## config.mk

```make
export PLATFORM = sky130hd
export DESIGN_NAME = sha256_byte_stream_hasher
export DESIGN_NICKNAME = d
export VERILOG_FILES = /design/src/rtl/sha_pkg.sv /design/src/rtl/sha256_byte_stream_hasher.sv /design/src/rtl/sha_front.sv /design/src/rtl/sha_engine.sv
export SDC_FILE = /design/constraint.sdc
export NUM_CORES = 2
export LEC_CHECK = 0
export ABC_AREA = 1
export BUFFER_PORTS_ARGS = -buffer_cell sky130_fd_sc_hd__buf_2
export CORE_MARGIN = 2
export CORE_UTILIZATION = 40
export DETAILED_ROUTE_END_ITERATION = 10
export GPL_TIMING_DRIVEN = 0
export HOLD_SLACK_MARGIN = 0.1
export PLACE_DENSITY = 0.61
export SYNTH_ARGS = -nofsm -noshare
export SYNTH_HDL_FRONTEND = slang
export SYNTH_SLANG_ARGS = --single-unit
```

## constraint.sdc

```tcl
create_clock -name clk -period 8.6 [get_ports clk]
set_clock_uncertainty 0.2 [all_clocks]
set_input_delay 1.72 -clock clk [delete_from_list [all_inputs] [get_ports clk]]
set_output_delay 1.72 -clock clk [all_outputs]
set_load 0.005 [all_outputs]
```

## src/rtl/sha_pkg.sv

```systemverilog
// ----------------------------------------------------------------------------
// SHA-256 hasher package
// Round constants, initial hash values, message-schedule helpers and the
// item type passed from the front end to the compression engine.
// ----------------------------------------------------------------------------
package sha_pkg;

	localparam int BlockBytes   = 64;
	localparam int LenOffset    = 56;
	localparam int Rounds       = 64;
	localparam int QueueDepth   = 4;
	localparam logic [7:0] PadByte = 8'h80;

	// one byte-level operation for the engine
	typedef struct packed {
		logic [7:0] data_byte;
		logic       byte_valid;
		logic       message_end;
	} sha_item_t;

	typedef enum logic [2:0] {
		ST_IDLE,
		ST_COMPRESS,
		ST_PAD,
		ST_LEN,
		ST_EMIT
	} sha_state_t;

	function automatic logic [31:0] round_k(input logic [5:0] i);
		logic [31:0] k;
		case (i)
			6'd0: k = 32'h428a2f98; 6'd1: k = 32'h71374491; 6'd2: k = 32'hb5c0fbcf;
			6'd3: k = 32'he9b5dba5; 6'd4: k = 32'h3956c25b; 6'd5: k = 32'h59f111f1;
			6'd6: k = 32'h923f82a4; 6'd7: k = 32'hab1c5ed5; 6'd8: k = 32'hd807aa98;
			6'd9: k = 32'h12835b01; 6'd10: k = 32'h243185be; 6'd11: k = 32'h550c7dc3;
			6'd12: k = 32'h72be5d74; 6'd13: k = 32'h80deb1fe; 6'd14: k = 32'h9bdc06a7;
			6'd15: k = 32'hc19bf174; 6'd16: k = 32'he49b69c1; 6'd17: k = 32'hefbe4786;
			6'd18: k = 32'h0fc19dc6; 6'd19: k = 32'h240ca1cc; 6'd20: k = 32'h2de92c6f;
			6'd21: k = 32'h4a7484aa; 6'd22: k = 32'h5cb0a9dc; 6'd23: k = 32'h76f988da;
			6'd24: k = 32'h983e5152; 6'd25: k = 32'ha831c66d; 6'd26: k = 32'hb00327c8;
			6'd27: k = 32'hbf597fc7; 6'd28: k = 32'hc6e00bf3; 6'd29: k = 32'hd5a79147;
			6'd30: k = 32'h06ca6351; 6'd31: k = 32'h14292967; 6'd32: k = 32'h27b70a85;
			6'd33: k = 32'h2e1b2138; 6'd34: k = 32'h4d2c6dfc; 6'd35: k = 32'h53380d13;
			6'd36: k = 32'h650a7354; 6'd37: k = 32'h766a0abb; 6'd38: k = 32'h81c2c92e;
			6'd39: k = 32'h92722c85; 6'd40: k = 32'ha2bfe8a1; 6'd41: k = 32'ha81a664b;
			6'd42: k = 32'hc24b8b70; 6'd43: k = 32'hc76c51a3; 6'd44: k = 32'hd192e819;
			6'd45: k = 32'hd6990624; 6'd46: k = 32'hf40e3585; 6'd47: k = 32'h106aa070;
			6'd48: k = 32'h19a4c116; 6'd49: k = 32'h1e376c08; 6'd50: k = 32'h2748774c;
			6'd51: k = 32'h34b0bcb5; 6'd52: k = 32'h391c0cb3; 6'd53: k = 32'h4ed8aa4a;
			6'd54: k = 32'h5b9cca4f; 6'd55: k = 32'h682e6ff3; 6'd56: k = 32'h748f82ee;
			6'd57: k = 32'h78a5636f; 6'd58: k = 32'h84c87814; 6'd59: k = 32'h8cc70208;
			6'd60: k = 32'h90befffa; 6'd61: k = 32'ha4506ceb; 6'd62: k = 32'hbef9a3f7;
			default: k = 32'hc67178f2;
		endcase
		return k;
	endfunction

	function automatic logic [31:0] init_hash(input logic [2:0] i);
		logic [31:0] h;
		case (i)
			3'd0: h = 32'h6a09e667; 3'd1: h = 32'hbb67ae85;
			3'd2: h = 32'h3c6ef372; 3'd3: h = 32'ha54ff53a;
			3'd4: h = 32'h510e527f; 3'd5: h = 32'h9b05688c;
			3'd6: h = 32'h1f83d9ab;
			default: h = 32'h5be0cd19;
		endcase
		return h;
	endfunction

	function automatic logic [31:0] rotr(input logic [31:0] x, input int n);
		return (x >> n) | (x << (32 - n));
	endfunction

endpackage

```

## src/rtl/sha256_byte_stream_hasher.sv

```systemverilog
// ----------------------------------------------------------------------------
// SHA-256 byte stream hasher
// Hashes a byte stream and emits each message digest as four 64-bit words.
// ----------------------------------------------------------------------------
// Usage:
//   Input items arrive on s_axis_*: tdata carries data_byte, tuser carries
//   byte_valid, tlast carries message_end. An item may append a byte, end
//   the message, both (byte first) or neither.
//   Results leave on m_axis_*: tdata is the digest word (most significant
//   word first), tuser is word_index, tlast marks the fourth word.
// Timing:
//   Items go into a four-entry queue; the engine takes one queued item per
//   cycle while idle. Every 64th byte starts a compression (one round per
//   cycle), during which the engine takes no items. Message end adds a
//   padding step and a compression, plus a length-load step and a second
//   compression when the length spills into another block, and then four
//   output words.
// Reset:
//   arst_n clears the queue, the byte count and the bit count and loads the
//   initial hash values.
// Stall:
//   While m_axis_tready is low the current digest word holds and the engine
//   waits; the queue keeps taking items until it is full.
// ----------------------------------------------------------------------------
module sha256_byte_stream_hasher
	import sha_pkg::*;
#(
	parameter int QDepth = QueueDepth
) (
	input  logic        clk,
	input  logic        arst_n,
	input  logic        s_axis_tvalid,
	output logic        s_axis_tready,
	input  logic [7:0]  s_axis_tdata,   // [7:0] data_byte
	input  logic        s_axis_tuser,   // [0] byte_valid
	input  logic        s_axis_tlast,
	output logic        m_axis_tvalid,
	input  logic        m_axis_tready,
	output logic [63:0] m_axis_tdata,   // [63:0] digest_word
	output logic [1:0]  m_axis_tuser,   // [1:0] word_index
	output logic        m_axis_tlast
);

	sha_item_t in_item, q_item;
	logic      q_valid, q_ready;

	assign in_item = '{data_byte: s_axis_tdata, byte_valid: s_axis_tuser,
		message_end: s_axis_tlast};

	// front: accept and hold items
	sha_front #(.Depth(QDepth)) u_front (
		.clk      (clk),
		.arst_n   (arst_n),
		.in_valid (s_axis_tvalid),
		.in_ready (s_axis_tready),
		.in_item  (in_item),
		.q_valid  (q_valid),
		.q_ready  (q_ready),
		.q_item   (q_item)
	);

	// back: buffer, compress, pad and emit
	sha_engine u_engine (
		.clk         (clk),
		.arst_n      (arst_n),
		.q_valid     (q_valid),
		.q_ready     (q_ready),
		.q_item      (q_item),
		.out_valid   (m_axis_tvalid),
		.out_ready   (m_axis_tready),
		.digest_word (m_axis_tdata),
		.word_index  (m_axis_tuser),
		.last_word   (m_axis_tlast)
	);

endmodule

```

## src/rtl/sha_front.sv

```systemverilog
// ----------------------------------------------------------------------------
// SHA-256 front end
// Takes input items and holds them in a short queue for the engine.
// ----------------------------------------------------------------------------
module sha_front
	import sha_pkg::*;
#(
	parameter int Depth = QueueDepth
) (
	input  logic      clk,
	input  logic      arst_n,
	input  logic      in_valid,
	output logic      in_ready,
	input  sha_item_t in_item,
	output logic      q_valid,
	input  logic      q_ready,
	output sha_item_t q_item
);

	localparam int AW = $clog2(Depth);

	sha_item_t        mem_q [Depth];
	logic [AW-1:0]    wr_ptr_q, rd_ptr_q;
	logic [AW:0]      count_q;
	logic             push, pop;

	assign in_ready = (count_q != (AW+1)'(Depth));
	assign q_valid  = (count_q != '0);
	assign q_item   = mem_q[rd_ptr_q];
	assign push     = in_valid && in_ready;
	assign pop      = q_valid && q_ready;

	always_ff @(posedge clk) begin
		if (push) begin
			mem_q[wr_ptr_q] <= in_item;
		end
	end

	always_ff @(posedge clk or negedge arst_n) begin
		if (!arst_n) begin
			wr_ptr_q <= '0;
			rd_ptr_q <= '0;
			count_q  <= '0;
		end else begin
			// advance pointers, wrap at the depth
			if (push) begin
				wr_ptr_q <= (wr_ptr_q == AW'(Depth-1)) ? '0 : wr_ptr_q + 1'b1;
			end
			if (pop) begin
				rd_ptr_q <= (rd_ptr_q == AW'(Depth-1)) ? '0 : rd_ptr_q + 1'b1;
			end
			count_q <= count_q + (AW+1)'(push) - (AW+1)'(pop);
		end
	end

endmodule

```

## src/rtl/sha_engine.sv

```systemverilog
// ----------------------------------------------------------------------------
// SHA-256 engine
// Buffers bytes, pads, runs one round per cycle and emits the digest.
// ----------------------------------------------------------------------------
module sha_engine
	import sha_pkg::*;
(
	input  logic        clk,
	input  logic        arst_n,
	input  logic        q_valid,
	output logic        q_ready,
	input  sha_item_t   q_item,
	output logic        out_valid,
	input  logic        out_ready,
	output logic [63:0] digest_word,
	output logic [1:0]  word_index,
	output logic        last_word
);

	sha_state_t  state_q, state_d;
	logic [31:0] h_q [8];
	logic [31:0] v_q [8];
	logic [31:0] w_q [16];      // sliding message schedule window
	logic [6:0]  fill_q;
	logic [63:0] bits_q;
	logic [5:0]  round_q;
	logic [1:0]  widx_q;
	logic        end_q;         // message end pending after this block
	logic        need_len_q;    // length block still to compress after this one
	logic        final_q;       // padding under way, digest follows the last block

	// byte write into the window at the fill position (window = block bytes)
	logic [31:0] w_wr [16];
	logic [7:0]  wr_byte;
	logic [5:0]  wr_pos;
	logic        wr_en;

	logic [31:0] s0, s1, w_new, t1, t2;
	logic [63:0] bits_end;      // message length including the buffered bytes

	assign bits_end = bits_q + {54'd0, fill_q, 3'd0};

	always_comb begin
		s0    = rotr(w_q[1], 7) ^ rotr(w_q[1], 18) ^ (w_q[1] >> 3);
		s1    = rotr(w_q[14], 17) ^ rotr(w_q[14], 19) ^ (w_q[14] >> 10);
		w_new = s1 + w_q[9] + s0 + w_q[0];
		t1 = v_q[7] + (rotr(v_q[4], 6) ^ rotr(v_q[4], 11) ^ rotr(v_q[4], 25))
			+ ((v_q[4] & v_q[5]) ^ (~v_q[4] & v_q[6])) + round_k(round_q) + w_q[0];
		t2 = (rotr(v_q[0], 2) ^ rotr(v_q[0], 13) ^ rotr(v_q[0], 22))
			+ ((v_q[0] & v_q[1]) ^ (v_q[0] & v_q[2]) ^ (v_q[1] & v_q[2]));
	end

	// next state
	always_comb begin
		state_d = state_q;
		case (state_q)
			ST_IDLE: begin
				if (q_valid) begin
					if (q_item.byte_valid && fill_q == 7'd63) begin
						state_d = ST_COMPRESS;
					end else if (q_item.message_end) begin
						state_d = ST_PAD;
					end
				end
			end
			ST_COMPRESS: begin
				if (round_q == 6'd63) begin
					if (need_len_q) begin
						state_d = ST_LEN;
					end else if (final_q) begin
						state_d = ST_EMIT;
					end else if (end_q) begin
						state_d = ST_PAD;
					end else begin
						state_d = ST_IDLE;
					end
				end
			end
			ST_PAD: begin
				state_d = ST_COMPRESS;
			end
			ST_LEN: begin
				state_d = ST_COMPRESS;
			end
			ST_EMIT: begin
				if (out_ready && widx_q == 2'd3) begin
					state_d = ST_IDLE;
				end
			end
			default: state_d = ST_IDLE;
		endcase
	end

	// outputs
	always_comb begin
		q_ready     = (state_q == ST_IDLE);
		out_valid   = (state_q == ST_EMIT);
		digest_word = {h_q[{widx_q, 1'b0}], h_q[{widx_q, 1'b1}]};
		word_index  = widx_q;
		last_word   = (widx_q == 2'd3);
		wr_en   = (state_q == ST_IDLE) && q_valid && q_item.byte_valid;
		wr_byte = q_item.data_byte;
		wr_pos  = fill_q[5:0];
		for (int i = 0; i < 16; i++) begin
			w_wr[i] = w_q[i];
			if (wr_en && wr_pos[5:2] == 4'(i)) begin
				w_wr[i][8*(3-wr_pos[1:0]) +: 8] = wr_byte;
			end
		end
	end

	always_ff @(posedge clk) begin
		case (state_q)
			ST_IDLE: begin
				for (int i = 0; i < 16; i++) w_q[i] <= w_wr[i];
				for (int i = 0; i < 8; i++) v_q[i] <= h_q[i];
			end
			ST_PAD: begin
				// 0x80 then zero fill; length word if it fits
				for (int i = 0; i < 16; i++) begin
					if (7'(4*i) >= fill_q + 7'd1) begin
						w_q[i] <= '0;
					end else if (7'(4*i+4) > fill_q) begin
						for (int b = 0; b < 4; b++) begin
							if (7'(4*i+b) == fill_q) begin
								w_q[i][8*(3-b) +: 8] <= PadByte;
							end else if (7'(4*i+b) > fill_q) begin
								w_q[i][8*(3-b) +: 8] <= 8'h00;
							end
						end
					end
				end
				if (fill_q < 7'(LenOffset)) begin
					w_q[14] <= bits_end[63:32];
					w_q[15] <= bits_end[31:0];
				end
				for (int i = 0; i < 8; i++) v_q[i] <= h_q[i];
			end
			ST_LEN: begin
				for (int i = 0; i < 14; i++) w_q[i] <= '0;
				w_q[14] <= bits_q[63:32];
				w_q[15] <= bits_q[31:0];
				for (int i = 0; i < 8; i++) v_q[i] <= h_q[i];
			end
			ST_COMPRESS: begin
				for (int i = 0; i < 15; i++) w_q[i] <= w_q[i+1];
				w_q[15] <= w_new;
				v_q[0] <= t1 + t2;
				v_q[1] <= v_q[0];
				v_q[2] <= v_q[1];
				v_q[3] <= v_q[2];
				v_q[4] <= v_q[3] + t1;
				v_q[5] <= v_q[4];
				v_q[6] <= v_q[5];
				v_q[7] <= v_q[6];
			end
			default: ;
		endcase
	end

	always_ff @(posedge clk or negedge arst_n) begin
		if (!arst_n) begin
			state_q    <= ST_IDLE;
			for (int i = 0; i < 8; i++) h_q[i] <= init_hash(3'(i));
			fill_q     <= '0;
			bits_q     <= '0;
			round_q    <= '0;
			widx_q     <= '0;
			end_q      <= 1'b0;
			need_len_q <= 1'b0;
			final_q    <= 1'b0;
		end else begin
			state_q <= state_d;
			case (state_q)
				ST_IDLE: begin
					round_q <= '0;
					if (q_valid) begin
						end_q <= q_item.message_end;
						if (q_item.byte_valid) begin
							if (fill_q == 7'd63) begin
								fill_q <= '0;
								bits_q <= bits_q + 64'd512;
							end else begin
								fill_q <= fill_q + 7'd1;
							end
						end
					end
				end
				ST_PAD: begin
					bits_q     <= bits_end;
					need_len_q <= (fill_q >= 7'(LenOffset));
					end_q      <= 1'b0;
					final_q    <= 1'b1;
				end
				ST_LEN: begin
					need_len_q <= 1'b0;
				end
				ST_COMPRESS: begin
					round_q <= round_q + 6'd1;
					if (round_q == 6'd63) begin
						// fold the round result into the hash
						h_q[0] <= h_q[0] + t1 + t2;
						h_q[1] <= h_q[1] + v_q[0];
						h_q[2] <= h_q[2] + v_q[1];
						h_q[3] <= h_q[3] + v_q[2];
						h_q[4] <= h_q[4] + v_q[3] + t1;
						h_q[5] <= h_q[5] + v_q[4];
						h_q[6] <= h_q[6] + v_q[5];
						h_q[7] <= h_q[7] + v_q[6];
						if (state_d == ST_EMIT) begin
							widx_q <= '0;
						end
					end
				end
				ST_EMIT: begin
					if (out_ready) begin
						widx_q <= widx_q + 2'd1;
						if (widx_q == 2'd3) begin
							for (int i = 0; i < 8; i++) h_q[i] <= init_hash(3'(i));
							fill_q  <= '0;
							bits_q  <= '0;
							end_q   <= 1'b0;
							final_q <= 1'b0;
						end
					end
				end
				default: ;
			endcase
		end
	end

endmodule

```

==> summary.md <==
| Metric | Value |
|---|---|
| Run status | `complete, but fails checks` |
| Failing checks | `max-capacitance violations, max-slew violations` |
| GRT Residual Overflow | `0` |
| CTS tree | `done` |
| Crit path required time | `8.95 ns` |
| Slew Viols, Final | `40` |
| Routed vias | `94560` |
| Htree depth | `4` |
| Initial Util | `0.4030` |
| Top cell family by delay on the critical path | `adder cells` |
| Total GRT Usage | `0.4233` |
| Post-route design area | `0.1022 sq mm` |
| WP data arrival | `8.76 ns` |
| Number of global-route vias before repair | `87750` |
| Adder-Cell Fraction of Synth Area | `0.1142` |
| Worst slack, placed | `-2.246 ns` |
| Chip Width | `480.5 um` |
| Buf+Inv Stages, Crit Path | `8` |
| Largest family of logic cells by synthesized area | `simple AND/OR/NAND/NOR gates` |
| Post-synth EDFFs | `780` |
| Pin count of the biggest net entering global routing | `98` |
| Clock sinks | `1153` |
| Fmax | `0.1189 GHz` |
| HP Class | `reg2reg` |
| Number of buffers created by CTS | `144` |
| Residual DRC | `0` |
| Proportion of layout cells with a drive suffix above 1 | `0.07781` |
| Io pins | `83` |
| CP max-delay cell | `o21ai_0` |
| Most common cell after layout, fill and taps aside | `nand2_1` |
| Area grow syn2layout | `12.54%` |
| Max incr delay on CP | `0.64 ns` |
| Cell Rows | `174` |
| Mux cell area share after synthesis | `0.0005511` |
| Vias per inst | `6.146` |
| Longest Clk Path Bufs | `3` |
| Post-Syn Area per Cell | `7.599 sq um` |
| GPL Wtd Cong | `1.132` |
| Clk slew on worst S/H paths | `0.06 ns` |
| Chip height | `480.5 um` |
| Final wirelength | `502.3 mm` |
| Syn nets | `12640` |
| Post-synthesis sequential area ratio | `0.3610` |
| MaxCap Viol Count | `6` |
| Ys Warns | `0` |
| # setup viols final | `0` |
| Die area | `0.2309 sq mm` |
| Post-synthesis register bit count | `1153` |
| Tcrit/Tclk final | `0.9780` |
| Final Hold Fails | `0` |
| Routed WL per cell | `32.65 um` |
| Reg2reg start | `u_engine.round_q[3]` |
| Final setup margin | `0.1896 ns` |
| Most frequent cells in the layout | `nand2_1 (2563), inv_1 (1732), o21ai_0 (1089), nor2_1 (894), a21oi_1 (821)` |
| Initial antenna violation count | `46` |
| Detailed placement HPWL | `406.5 mm` |
| Gate Count Post-Synth | `11950` |
| Slew @ Worst Pin | `1.576 ns` |
| Detailed Routing Iterations Pass 1 | `9` |
| Slew headroom | `-0.05089` |
| Min-delay src | `u_engine.end_q` |
| Top_reg_cell synth | `edfxtp_1` |
| Routed Antenna Nets | `0` |
| Worst Setup SP | `u_engine.round_q[3]` |
| Nets | `12930` |
| Global-route wire length before repair | `683.0 mm` |
| # port buffers | `82` |
| Synth unique cells | `84` |
| CP endpoint kind | `flop` |
| Mapped cell area | `0.09082 sq mm` |
| CTS Hold Bufs | `0` |
| Type of origin of the critical path | `flop` |
| Final core occ | `0.4536` |
| Root buf cell | `clkbuf_16` |
| Placed instance area | `0.09535 sq mm` |
| Asr flop ratio synth | `0.2992` |
| Tmin final | `8.410 ns` |
| Critical path fanouts, max | `10` |
| Simple-Gate Fraction of Synth Area | `0.2056` |
| Synth Area in Compound Gates | `0.1793` |
| Unrepaired setup endpoints after global routing | `true` |
| Core ar. | `0.2253 sq mm` |
| DRT iter0 DRCs | `13360` |
| Synth Area in XOR/XNOR | `0.04629` |
| FILL cells | `22930` |
| Clk Latency, worst-skew pair | `0.88 ns` |
| WS Path Type | `reg2reg` |
-- layout make-up --
class / instances / area [sq um] / share of cell area
repair buffers: 145 / 1231 / 0.01205
plain buffers: 436 / 1836 / 0.01796
flip-flops and latches: 1153 / 32790 / 0.3208
clock buffers: 176 / 3814 / 0.03731
well taps: 2992 / 3744 / 0.03663
clock inverters: 92 / 1137 / 0.01113
diodes: 29 / 72.57 / 0.0007100
inverters: 1794 / 6765 / 0.06619
multi-input cells: 8568 / 50820 / 0.4972
-- routing by layer --
layer  vias to the layer above  global-route usage  part of all wire
met3                      1747              0.1102              0.12
met4                        38              0.3243             0.096
met1                     45460              0.5201              0.36
met5                         -            0.002900           0.00046
li1                      40570                   -                 -
met2                      6742              0.6342              0.42
-- through the flow --
stage / cells / setup TNS (ns) / hold slack (ns)
5_1_grt: 15360 / -0.09101 / 0.3193
2_1_floorplan: 11950 / 0 / 0.2496
6_report: 15390 / 0 / 0.2892
3_5_place_dp: 15040 / -137.28 / 0.2696
3_3_place_gp: 15030 / -948.70 / 0.2651
4_1_cts: 15330 / 0 / 0.2841
-- kinds of logic after synthesis --
kind of cell / count (synthesis)
adders and majority gates: 696
DFF: 1153
AOI/OAI and AO/OA: 2876
and+or+nand+nor: 4514
muxes: 5
buffers and inverters: 2230
xor gates and xnor gates: 477
-- registers in the layout, summed over array words and instances (netlist names), 3 cells and up --
name / flops
u_engine.v_q: 256
u_engine.state_q: 3
u_engine.round_q: 6
u_front.count_q: 3
u_engine.fill_q: 7
u_engine.bits_q: 61
u_engine.w_q: 512
u_engine.h_q: 256
u_front.mem_q: 40
-- timing repair --
item	CTS	global route
pin swaps	11	30
endpoints found under the setup margin	107	71
resized for setup	150	214
setup buffers	28	18
-- Yosys cell counts, types with 88 or more instances --
cell type	count	area, sq um
edfxtp_1	780	23420
a21oi_1	854	4274
xor2_1	292	2557
ha_1	446	5580
o21ai_1	89	445.4
clkbuf_1	354	1329
nand4_1	107	669.4
o22ai_1	165	1032
fa_1	229	4584
nand3_1	594	2973
a31oi_1	129	807.0
nor2_1	923	3465
nand2_1	2591	9726
nor3_1	155	775.7
dfstp_2	136	3573
o21bai_1	88	660.6
xnor2_1	183	1603
dfrtp_1	209	5230
inv_1	1752	6576
o21ai_0	1134	5675
-- worst reg2reg max path: cells and delay by family, from the launching register on --
| family | cells | cell delay, ns |
|---|---|---|
| flops | 1 | 0.48 |
| buf+inv | 8 | 1.52 |
| fa+ha+maj | 5 | 2.30 |
| xor+xnor | 1 | 0.40 |
| compound gates | 7 | 1.90 |
| simple gates | 11 | 1.38 |
-- worst paths after layout --
| path | end | slack, ns | depth (start not counted) |
|---|---|---|---|
| worst min-delay path | u_engine.end_q | 0.29 | 2 |
| max in group asynchronous | u_engine.bits_q[31] | 5.71 | 4 |
| worst max-delay path | u_engine.v_q[2][29] | 0.19 | 32 |
| worst min register to register | u_engine.end_q | 0.29 | 2 |
| min in group asynchronous | u_engine.h_q[45] | 0.51 | 1 |
| worst max register to register | u_engine.v_q[2][29] | 0.19 | 32 |
Power is left out: the tool's default activity adds up to more than one toggle a clock period on the data nets, which glitch-free logic cannot reach.
